[src/rtl/pwlcdf_ram.sv]
`timescale 1ns / 1ps

module pwlcdf_ram #(
  parameter int WIDTH = 8,
  parameter int DEPTH = 16,
  localparam int AW = (DEPTH > 1) ? $clog2(DEPTH) : 1
) (
  input  logic             clk_i,
  input  logic             we_i,
  input  logic [AW-1:0]    waddr_i,
  input  logic [WIDTH-1:0] wdata_i,
  input  logic [AW-1:0]    raddr_i,
  output logic [WIDTH-1:0] rdata_o
);

  logic [WIDTH-1:0] mem [DEPTH];

  always_ff @(posedge clk_i) begin
    if (we_i) begin
      mem[waddr_i] <= wdata_i;
    end
    rdata_o <= mem[raddr_i];
  end

endmodule

[config.mk]
export PLATFORM = sky130hd
export DESIGN_NAME = pwlcdf_ram
export DESIGN_NICKNAME = d
export VERILOG_FILES = /design/src/rtl/pwlcdf_ram.sv
export SDC_FILE = /design/constraint.sdc
export NUM_CORES = 1
export LEC_CHECK = 0
export ABC_CLOCK_PERIOD_IN_PS = 5140
export BUFFER_PORTS_ARGS = -buffer_cell sky130_fd_sc_hd__buf_2
export CAP_MARGIN = 20
export CORE_MARGIN = 1.5
export CORE_UTILIZATION = 30
export DETAILED_ROUTE_END_ITERATION = 8
export GPL_TIMING_DRIVEN = 0
export SETUP_SLACK_MARGIN = 0.2
export SKIP_CTS_REPAIR_TIMING = 1
export SYNTH_ARGS = -nofsm -noshare
export SYNTH_HDL_FRONTEND = slang
export SYNTH_SLANG_ARGS = --single-unit
[constraint.sdc]
create_clock -name clk_i -period 5.14 [get_ports clk_i]
set_input_delay 1.028 -clock clk_i [delete_from_list [all_inputs] [get_ports clk_i]]
set_output_delay 1.028 -clock clk_i [all_outputs]
set_load 0.1 [all_outputs]
==> results.md <==
- Crit Path Category: input port to register
- Die Width: 134 um
- Multi-input gate area: 0.00106 sq mm
- Die Y: 134 um
- DIE AREA: 0.0180 sq mm
- Total power: 2.69 mW
- Crit end category: register
- Status: completed
- CTS max path bufs: 2
- Crit. Startpoint: waddr_i[2]
- Slew Limit Fails: 0
- R2r setup slk: 3.76 ns
- Clock sinks: 136
- Htree depth: 4
- Drt first pass iters: 5
- Maximum vdd drop: around 0.00024 V
- Synth warn: 0
- Port Buffers: 24
- CP required: just over 5 ns
- DR WL/cell: 20.4 um
- Reg2Reg Launch Point: mem[2][5]
- Distinct cell type count of the synthesized netlist: 19
- Fmax: 424 MHz
- Placed cells: between 400 and 500
- Hold Fails Final Rpt: 0
- Worst r2r path cells: 3
- Initial drt markers: 296
- Layout cell share with drive strength beyond 1: 0.288
- Non-Filler Instances: slightly above 500
- Vias: between 2000 and 2500
- End point of the critical path: mem[3][3]
- Total core area: 0.0167 sq mm
- Post-Syn Instances: 229
- Synth Register Bits: 136
- Minimum clock period: around 2.4 ns
- Post-synthesis sequential area ratio: 0.778
- Slew @ Worst Pin: 0.889 ns
- Max_slew headroom: 0.405
- Worst slack, placed: approximately 2.3 ns
- CTS tree: built
- Max Fanout on Critical Path: 8
- Grt ovf: 0
- Hold crit path type: register to register
- Leakage: 2.06 nW
- Via-per-instance ratio: between 4 and 5
- Io pins: 26
- Final net count: 294
- RSZ-0062 raised after global routing: false
- Worst setup margin: 2.78 ns
- FILL cells: 1545
- Detailed placer's ending HPWL: between 6 and 7 mm
- Post-route DRC: 0
- GRT Overall Usage: 0.124
- Capture point of the worst reg-to-reg path: rdata_o[5]
- Ys async rst share: 0
- Largest net degree at the start of global routing: 17
- First-pass GRT wire length: 15.5 mm
- Syn avg cell area: 22.5 sq um
- Crit path DAT: ~2.4 ns
- Tcrit/Tclk final: 0.458
- RePlAce Congestion: approximately 0.68
- Routed WL: 10.4 mm
- Finish-stage setup viols: 0
- Number of global-route vias before repair: approximately 2500
- Reg clk slew, reported paths: 0.05 ns
- Final Cell Area: ~0.0062 sq mm
- Pwr dens: about 430 mW/mm^2
- Setup TNS: 0 ns
- Detail Route Antenna Nets: 0
- Initial Util: 0.308
- Cts bufs inserted: 17
- Main synth FF type: edfxtp_1
- Root Driver: clkbuf_16
- Latest clock arrival within the worst-skew pair: about 0.41 ns
- Register area: 0.00400 sq mm
- Max Clock Skew: ~0.0045 ns
- Number of flops mapped to enable cells by yosys: approximately 130
- Synth Cell Area: 0.00515 sq mm
- Type of element launching the critical path: input port
- Diode count: 0
- Total of max-cap violations: 0
- Antenna violations before repair: 0
- Area added between synthesis and finish: 20.2%
- DP Area: 0.00557 sq mm
- Syn_nets: 247
- # rows: 47
[layer usage]
| metal | track usage | vias to the layer above | routed length [um] |
|---|---|---|---|
| li1 | - | 1074 | - |
| met1 | 0.172 | 1250 | 4530 |
| met2 | 0.184 | 84 | 4930 |
| met3 | 0.0442 | 7 | 812 |
| met4 | 0.0344 | 0 | 76 |
| met5 | 0 | - | 0 |
[Yosys cell counts, types with 2 or more instances]
| cell type | n | share of area |
|---|---|---|
| a22oi_1 | 16 | 0.023 |
| nor3_1 | 4 | 0.0039 |
| nor2_1 | 13 | 0.0095 |
| mux4_2 | 18 | 0.079 |
| mux4_1 | 14 | 0.071 |
| nand2b_1 | 2 | 0.0024 |
| buf_6 | 3 | 0.0066 |
| nand3b_1 | 2 | 0.0029 |
| nand2_1 | 9 | 0.0066 |
| buf_2 | 3 | 0.0029 |
| dfxtp_1 | 8 | 0.031 |
| clkdlybuf4s25_2 | 3 | 0.0058 |
| edfxtp_1 | 128 | 0.75 |
[cell usage in the layout (no fill, tap or decap)]
cell / netlist / routed
buf_6: 3 / 3
mux4_2: 18 / 18
dfxtp_1: 8 / 8
nor3_1: 4 / 4
buf_2: 3 / 28
clkbuf_1: 0 / 4
bufinv_16: 0 / 5
nand3_1: 1 / 1
clkbuf_16: 0 / 17
nand2_1: 9 / 9
buf_4: 1 / 4
a22oi_1: 16 / 16
clkinv_1: 0 / 1
or3b_2: 1 / 1
nor2_1: 13 / 13
and2_1: 1 / 1
mux4_1: 14 / 14
nand3b_1: 2 / 2
edfxtp_1: 128 / 128
nor2b_1: 1 / 1
clkdlybuf4s25_2: 3 / 3
clkinvlp_4: 0 / 1
and2b_1: 1 / 1
nand2b_1: 2 / 2
clkinv_2: 0 / 3
[power by group]
group | leakage, nW | internal [mW] | switching (mW)
Combinational | 0.537 | 0.0497 | 0.123
Sequential | 1.22 | 1.24 | 0.00536
Clock | 0.298 | 0.853 | 0.419
Total | 2.06 | 2.14 | 0.547
[worst max-delay path: stages]
cell and delay (ns):
buf_2 0.11, or3b_2 0.54, nor2_1 0.70
[area by class of cell]
| cell class | instances | share of cell area |
|---|---|---|
| timing repair buffer | 28 | 0.0239 |
| buffer | 10 | 0.0140 |
| sequential | 136 | 0.647 |
| multi-input combinational | 83 | 0.171 |
| tap | 220 | 0.0445 |
| clock buffer | 21 | 0.0712 |
| clock inverter | 10 | 0.0285 |
[cell families after synthesis]
kind of cell,share of synthesized area
flip-flops,0.778
multiplexers,0.150
buffers and inverters,0.0168
AO/OA/AOI/OAI,0.0233
AND/OR/NAND/NOR,0.0318
[sequential cells by signal, summed over array words and instances, names as in the netlist]
name / count
rdata_o: 8
mem: 128
[worst min path at each step]
stage | to | startpoint | depth (start not counted) | slack (ns)
6_report | rdata_o[3] | mem[11][3] | 3 | 0.67
3_5_place_dp | rdata_o[3] | mem[11][3] | 3 | 0.67
3_3_place_gp | rdata_o[3] | mem[11][3] | 3 | 0.66
4_1_cts | rdata_o[3] | mem[11][3] | 3 | 0.67
5_1_grt | rdata_o[0] | mem[0][0] | 3 | 0.74
2_1_floorplan | rdata_o[0] | mem[7][0] | 3 | 0.63
[metrics by stage]
step                      hold slack (ns)  utilization
after floorplan                     0.629            -
after global placement              0.663        0.332
after detailed placement            0.667        0.334
after CTS                           0.674        0.370
after global routing                0.741        0.370
final                               0.668        0.370
No activity file was read; power rests on OpenSTA's default activity.
