<file path="src/rtl/pwlcdf_pkg.sv">
`timescale 1ns / 1ps

package pwlcdf_pkg;

  localparam int MAX_POINTS_DEF = 512;
  localparam int NUM_TABLES_DEF = 3;

  localparam int DIV_NW = 64;
  localparam int DIV_DW = 33;
  localparam int RAD_W  = 84;
  localparam int ROOT_W = 42;

  localparam logic [1:0] STATUS_OK        = 2'd0;
  localparam logic [1:0] STATUS_BAD_TABLE = 2'd1;
  localparam logic [1:0] STATUS_SHORT     = 2'd2;
  localparam logic [1:0] STATUS_UNUSED    = 2'd3;

  localparam logic FUNC_LOAD   = 1'b0;
  localparam logic FUNC_SAMPLE = 1'b1;

  typedef struct packed {
    logic [47:0] cum;
    logic [31:0] slope;
    logic [31:0] dens;
    logic [31:0] absc;
  } entry_t;

endpackage

</file>
<file path="src/rtl/pwlcdf_div.sv">
`timescale 1ns / 1ps

module pwlcdf_div (
  input  logic                          clk_i,
  input  logic                          rst_ni,
  input  logic                          start_i,
  input  logic [pwlcdf_pkg::DIV_NW-1:0] num_i,
  input  logic [pwlcdf_pkg::DIV_DW-1:0] den_i,
  output logic                          done_o,
  output logic [pwlcdf_pkg::DIV_NW-1:0] quo_o
);

  localparam int NW = pwlcdf_pkg::DIV_NW;
  localparam int DW = pwlcdf_pkg::DIV_DW;
  localparam int CNTW = $clog2(NW);

  logic            run_q;
  logic            done_q;
  logic [CNTW-1:0] cnt_q;
  logic [NW-1:0]   quo_q;
  logic [DW-1:0]   rem_q;
  logic [DW-1:0]   den_q;
  logic [DW:0]     rem_sh;
  logic            ge;
  logic [DW:0]     rem_nx;

  always_comb begin
    rem_sh = {rem_q, quo_q[NW-1]};
    ge     = rem_sh >= {1'b0, den_q};
    rem_nx = ge ? (rem_sh - {1'b0, den_q}) : rem_sh;
  end

  always_ff @(posedge clk_i or negedge rst_ni) begin
    if (!rst_ni) begin
      run_q  <= 1'b0;
      done_q <= 1'b0;
      cnt_q  <= '0;
    end else begin
      done_q <= 1'b0;
      if (start_i) begin
        run_q <= 1'b1;
        cnt_q <= '0;
      end else if (run_q) begin
        cnt_q <= cnt_q + CNTW'(1);
        if (cnt_q == CNTW'(NW - 1)) begin
          run_q  <= 1'b0;
          done_q <= 1'b1;
        end
      end
    end
  end

  always_ff @(posedge clk_i) begin
    if (start_i) begin
      quo_q <= num_i;
      den_q <= den_i;
      rem_q <= '0;
    end else if (run_q) begin
      quo_q <= {quo_q[NW-2:0], ge};
      rem_q <= rem_nx[DW-1:0];
    end
  end

  assign done_o = done_q;
  assign quo_o  = quo_q;

endmodule

</file>
<file path="config.mk">
export PLATFORM = sky130hd
export DESIGN_NAME = pwlcdf_div
export DESIGN_NICKNAME = d
export VERILOG_FILES = /design/src/rtl/pwlcdf_pkg.sv /design/src/rtl/pwlcdf_div.sv
export SDC_FILE = /design/constraint.sdc
export NUM_CORES = 1
export LEC_CHECK = 0
export BUFFER_PORTS_ARGS = -buffer_cell sky130_fd_sc_hd__buf_4
export CAP_MARGIN = 20
export CORE_MARGIN = 8
export CORE_UTILIZATION = 55
export CTS_CLUSTER_DIAMETER = 150
export DETAILED_ROUTE_END_ITERATION = 7
export PLACE_DENSITY = 0.9
export SLEW_MARGIN = 20
export SYNTH_ARGS = -nofsm -noshare
export SYNTH_HDL_FRONTEND = slang
export SYNTH_SLANG_ARGS = --single-unit
export TNS_END_PERCENT = 20
</file>
<file path="constraint.sdc">
create_clock -name clk_i -period 6.1 [get_ports clk_i]
set_clock_uncertainty 0.05 [all_clocks]
set_input_delay 0.61 -clock clk_i [delete_from_list [all_inputs] [get_ports clk_i]]
set_output_delay 0.61 -clock clk_i [all_outputs]
set_load 0.1 [all_outputs]
</file>
==> qor.txt, run 1 <==
Max stage delay on crit path = 0.42 ns
Crit start category = register
Min-delay worst type = input pin to register
Die height = 134 microns
PnR Total Power = 3.94 mW
Mean Syn Cell Area = 11.0 sq um
Number of routed nets with antenna violations = 0
Placed Area = 8990 sq um
Commonest non-fill, non-tap cell in the layout = buf_4
Clock slew at reported path FFs = 0.06 ns
GP Congestion = 0.921
Commonest cells after routing, fill and taps aside = 167 x buf_4, 97 x edfxtp_1, 69 x nand2_1
I/O Buffers = 164
Drt pass-1 iters = 5
H-Tree Depth = 4
Final WL = 19700 microns
WP data required = 6.22 ns
Vias in the first global route = 6174
DRC viols = 0
Crit path max-delay family = compound AO/OA/AOI/OAI gates
Multi-input gate area = 3550 sq um
Initial Util = 55.7%
Minimum clock period after layout = 3.38 ns
Total GRT Usage = 22.3%
Seq/Total Area, Yosys = 49.2%
Initial antenna violation count = 0
N_diodes = 0
Synth Flop Type = edfxtp_1
Status = completed
Die Width = 134 microns
Fmax = 296 MHz
Slew headroom = 33.0%
Share of cells above drive strength 1 = 33.2%
FFs w/ async S/R, synth = 5.80%
Clock Path Buffers = 2
Post-synth EDFFs = 97
Hold Fails Final Rpt = 0
Mapped Nets = 835
Power per cell area = 413 nW/um^2
FF/Latch Area = 3770 sq um
Synth unique cells = 64
CTS tree = built
DR vias/cell = 5.80
Synthesized area = 7670 sq um
DR WL/cell = 18.9 microns
Io pins = 165
Initial drt markers = 456
Worst EP arrival = 3.50 ns
Setup TNS = 0 ns
Finished Cell Area = 9540 sq um
Clk sink count = 138
Row cnt = 43
Synth warn = 0
WS Path Type = register to register
Worst Tran Pin Value = 1.00 ns
Global-route wire length before repair = 31700 microns
Vias = 6065
Crit share post-route = 55.3%
Largest net degree at the start of global routing = 84
CP Capture Type = register
Worst VDD drop = 0.000258 V
Max FO, Critical Path = 28
CTS root buf = clkbuf_16
CP max-delay cell = nand2_2
Fin nets = 987
GRT overflow = 0
Pins Over Slew Limit = 0
Leakage = 4.17 nW
Area growth from synthesis to layout = 24.3%
Core area = 13800 sq um
Final setup vio count = 0
Die area = 18000 sq um
Synth Instances = 700
Maxcap violations = 0
CP most frequent cell = inv_1
Cells along the critical path = inv_1 -> ha_1 -> inv_1 -> fa_1 -> a21o_1 -> a311o_1 -> nand2_1 -> a211oi_4 -> o21ai_1 -> nand2_2 -> mux2_2
Clk_lat worst skew = 0.43 ns
CP bufs+invs = 2
CTS buffer count = 17
# fillers = 1035
HPWL after DPL = 14200 microns
RSZ-0062 raised after global routing = no
Synthesized flop and latch total = 138
-- cells in the mapped netlist (3+ instances only) --
| cell type | count | area, sq um |
|---|---|---|
| a41oi_1 | 3 | 26.3 |
| nor3_1 | 7 | 35.0 |
| nor2b_1 | 6 | 37.5 |
| o21ai_0 | 23 | 115 |
| a21oi_1 | 29 | 145 |
| a211o_1 | 4 | 35.0 |
| edfxtp_1 | 97 | 2910 |
| nand2b_1 | 6 | 37.5 |
| nand3_1 | 14 | 70.1 |
| a31oi_1 | 5 | 31.3 |
| o211ai_1 | 3 | 22.5 |
| and4_1 | 3 | 26.3 |
| ha_1 | 34 | 425 |
| inv_1 | 48 | 180 |
| mux2i_1 | 3 | 30.0 |
| or4_1 | 3 | 22.5 |
| nand4_1 | 7 | 43.8 |
| or3_1 | 11 | 68.8 |
| nand2_1 | 70 | 263 |
| a21o_1 | 18 | 135 |
| xor2_1 | 8 | 70.1 |
| o21a_1 | 8 | 60.1 |
| and3_1 | 9 | 56.3 |
| a311oi_2 | 8 | 120 |
| xnor2_1 | 14 | 123 |
| a311oi_1 | 21 | 184 |
| buf_2 | 12 | 60.1 |
| dfxtp_1 | 33 | 661 |
| clkbuf_1 | 20 | 75.1 |
| o41ai_1 | 3 | 26.3 |
| a32oi_1 | 3 | 26.3 |
| nor2_1 | 48 | 180 |
| dfrtp_1 | 8 | 200 |
| a211oi_1 | 6 | 45.0 |
| mux2_2 | 65 | 732 |
-- flip-flops by register name, summed over array words and instances (netlist names) --
| signal | cells |
|---|---|
| cnt_q | 6 |
| done_o | 1 |
| run_q | 1 |
| rem_q | 33 |
| den_q | 33 |
| quo_o | 64 |
-- per-layer routing --
layer / vias to the layer above / routed length [microns] / track usage, %
met2: 233 / 9520 / 37.2
met1: 2891 / 7730 / 24.7
li1: 2908 / - / -
met4: 0 / 439 / 7.55
met5: - / 0 / 0
met3: 33 / 2020 / 10.4
-- repair_timing --
item,in CTS,in global routing
setup endpoints to repair,0,0
buffers inserted,0,0
gates resized for setup,0,0
hold buffers,1,0
endpoints found under the hold margin,8,0
-- per-stage QoR --
stage | instances | setup WS (ns) | util, % | hold slack [ns]
CTS | 1045 | 2.72 | 69.2 | 0.295
finish | 1045 | 2.72 | 69.2 | 0.305
floorplan | 700 | 2.64 | - | 0.264
global route | 1045 | 2.45 | 69.2 | 0.294
detailed placement | 1012 | 2.75 | 65.3 | 0.382
global placement | 1012 | 2.85 | 65.3 | 0.382
-- cell families (layout without fill, tap and decap cells) --
family	count (synthesis)	after routing	share of synthesized area (%)
compound gates	159	159	15.9
xor+xnor	22	22	2.51
fa+ha+maj	35	35	5.81
buf+inv	83	248	4.50
flops	138	138	49.2
mux	68	68	9.93
simple gates	195	195	12.2
-- final cells by class --
type	instances	share of cell area, %
Sequential cell	138	39.6
Clock buffer	17	4.46
Multi-Input combinational cell	479	37.3
Timing Repair Buffer	168	13.3
Inverter	48	1.89
Tap cell	180	2.36
Clock inverter	15	1.19
-- final timing paths --
path                                 from  endpoint  slack, ns  cells past startpoint
worst max-delay path            quo_o[63]  quo_o[0]       2.72                     11
max in group asynchronous          rst_ni     run_q       5.34                      2
worst min-delay path             den_i[6]  den_q[6]       0.31                      1
min in group asynchronous          rst_ni    done_o       0.51                      2
worst max register to register  quo_o[63]  quo_o[0]       2.72                     11
worst min register to register   rem_q[4]  rem_q[5]       0.45                      2
-- report_power, final --
part	switching, mW	internal (mW)	total, mW
clock	0.428	0.527	0.956
sequential	0.114	1.17	1.28
combinational	1.10	0.598	1.70
total	1.64	2.30	3.94
-- worst reg2reg max path: cells and delay by family, from the launching register on --
family	cells	cell delay, ns
multiplexers	1	0.41
flip-flops	1	0.41
buffers and inverters	2	0.15
AND/OR/NAND/NOR	2	0.53
AO/OA/AOI/OAI	4	1.01
adder cells (fa/ha/maj)	2	0.58
(Power assumes the default switching activity.)
==> inputs of run 2 (changes only) <==
Settings changed: ABC_AREA set to 1, CORE_UTILIZATION 55 to 51, PLACE_DENSITY 0.9 to 0.88.
Clock period 6.1 ns to 3.1 ns, I/O delays scaled along.
==> run 2 against run 1 <==
Effect of this change: cell area is 13% higher; first-iteration DRC count increased by 47%; clock-buffer cell count increased by 2; clock power grew 120%; sequential share of layout area is 4.5 points lower; setup slack lost 2.2 ns; maximum frequency is 31% higher.
==> qor.txt, run 2 <==
N_diodes = 0
Setup bufs post-CTS = 0
Worst VDD drop = 0.000545 V
Worst EP arrival = 2.89 ns
Synthesized flop and latch total = 138
Global-route wire length before repair = 37400 microns
Die Width = 145 microns
CTS buffer count = 17
Synth Flop Type = edfxtp_1
Die area = 20900 sq um
Clk sink count = 138
Top post-synthesis cells by count = 512 x nand2_1, 173 x inv_1, 97 x edfxtp_1
DR vias/cell = 5.02
Met2 Use GR = 37.6%
Place WS = 0.568 ns
Area growth from synthesis to layout = 27.7%
Core area = 16300 sq um
Max reg flops = 64
Commonest non-fill, non-tap cell in the layout = nand2_1
DR WL/cell = 14.5 microns
Minimum clock period after layout = 2.58 ns
M1 GR Usage = 27.2%
Synth unique cells = 38
FFs w/ async S/R, synth = 5.80%
Final setup vio count = 0
CTS tree = built
Total GRT Usage = 22.9%
Post-synth EDFFs = 97
Share of cells above drive strength 1 = 17.1%
Grt peak-use layer = met2
Largest net degree at the start of global routing = 77
I/O Buffers = 164
DRC viols = 0
Initial drt markers = 670
Mapped Nets = 1289
Row cnt = 47
Synth Instances = 1154
Vias in the first global route = 7906
Clk_lat worst skew = 0.44 ns
Crit share post-route = 83.3%
Fin nets = 1481
Final WL = 22900 microns
Pins Over Slew Limit = 0
Post-synth top area cell = edfxtp_1
WP data required = 3.41 ns
Clock slew at reported path FFs = 0.06 ns
Commonest cells after routing, fill and taps aside = 512 x nand2_1, 172 x inv_1, 169 x buf_4
Hold buffer count at cts = 29
Initial Util = 51.6%
Drt pass-1 iters = 5
CP Capture Type = register
Synthesized area = 8430 sq um
Seq/Total Area, Yosys = 44.8%
Max FO, Critical Path = 36
Hold Fails Final Rpt = 0
Worst Tran Pin Value = 0.793 ns
Setup TNS = 0 ns
Io pins = 165
Min-delay worst type = input pin to register
GRT overflow = 0
Yosys top cell area share = 34.5%
Synth warn = 0
H-Tree Depth = 4
# fillers = 1365
Vias = 7926
Crit start category = register
Cells resized by post-CTS repair = 0
Initial antenna violation count = 0
Fmax = 387 MHz
Final hold slack = 0.0101 ns
Most common cell in the netlist = nand2_1
Mean Syn Cell Area = 7.31 sq um
Maxcap violations = 0
Setup ws final = 0.516 ns
Status = completed
Slew headroom = 47.1%
FF/Latch Area = 3770 sq um
Power per cell area = 829 nW/um^2
HPWL after DPL = 16900 microns
Util after Layout = 65.9%
Top post-synthesis cells by area = edfxtp_1 35%, nand2_1 23%, dfxtp_1 7.8%
Clock Path Buffers = 2
Multi-input gate area = 3800 sq um
Number of routed nets with antenna violations = 0
CTS root buf = clkbuf_16
Leakage = 5.73 nW
Grt met3 use = 8.02%
GP Congestion = 0.976
WS Path Type = register to register
Die height = 145 microns
RSZ-0062 raised after global routing = no
## run 2: through the flow
| step | total power [mW] | std cells | area, sq um |
|---|---|---|---|
| after floorplan | 5.89 | 1154 | 8430 |
| after global placement | 6.63 | 1515 | 9840 |
| after detailed placement | 6.73 | 1515 | 9840 |
| after CTS | 8.89 | 1576 | 10700 |
| after global routing | 9.56 | 1579 | 10800 |
| final | 8.93 | 1579 | 10800 |
## run 2: worst max-delay path: stages (launching register included)
cell      delay [ns]
edfxtp_1        0.38
inv_1           0.09
ha_1            0.16
inv_1           0.07
fa_1            0.44
nand3_1         0.13
nand3_2         0.11
nand2_2         0.09
nand2_2         0.07
nand2_4         0.36
nand2_8         0.26
nand2_1         0.14
nand3_1         0.07
o21ai_1         0.09
## run 2: cell families after synthesis
kind of cell | share of synthesized area (%)
flip-flops | 44.8
AO/OA/AOI/OAI | 3.07
buffers and inverters | 10.3
XOR/XNOR | 1.56
AND/OR/NAND/NOR | 35.1
adder cells (fa/ha/maj) | 5.28
## run 2: path summary, 6_finish.rpt
| path | end | slack [ns] | startpoint | cells past startpoint |
|---|---|---|---|---|
| setup reg to reg | rem_q[10] | 0.52 | quo_o[63] | 13 |
| min in group asynchronous | done_o | 0.19 | rst_ni | 2 |
| hold reg to reg | rem_q[19] | 0.42 | rem_q[19] | 2 |
| hold / removal | den_q[27] | 0.01 | den_i[27] | 1 |
| setup / recovery | rem_q[10] | 0.52 | quo_o[63] | 13 |
| max in group asynchronous | cnt_q[2] | 2.67 | rst_ni | 2 |
## run 2: power by group
| part | internal [mW] | leakage, nW | switching (mW) |
|---|---|---|---|
| clock network | 1.29 | 0.294 | 0.836 |
| logic | 1.41 | 4.04 | 2.85 |
| registers | 2.31 | 1.40 | 0.220 |
## run 2: cell type report
| type | instances | area share (%) |
|---|---|---|
| repair buffers | 202 | 14.9 |
| flip-flops and latches | 138 | 35.1 |
| multi-input cells | 800 | 35.3 |
| well taps | 220 | 2.56 |
| clock inverters | 13 | 1.55 |
| inverters | 187 | 6.52 |
| clock buffers | 19 | 4.11 |
## run 2: per-layer routing
| layer | part of all wire (%) | vias up |
|---|---|---|
| met5 | 0 | - |
| met4 | 1.9 | 0 |
| met3 | 10 | 40 |
| met2 | 47 | 321 |
| met1 | 41 | 3594 |
| li1 | - | 3971 |
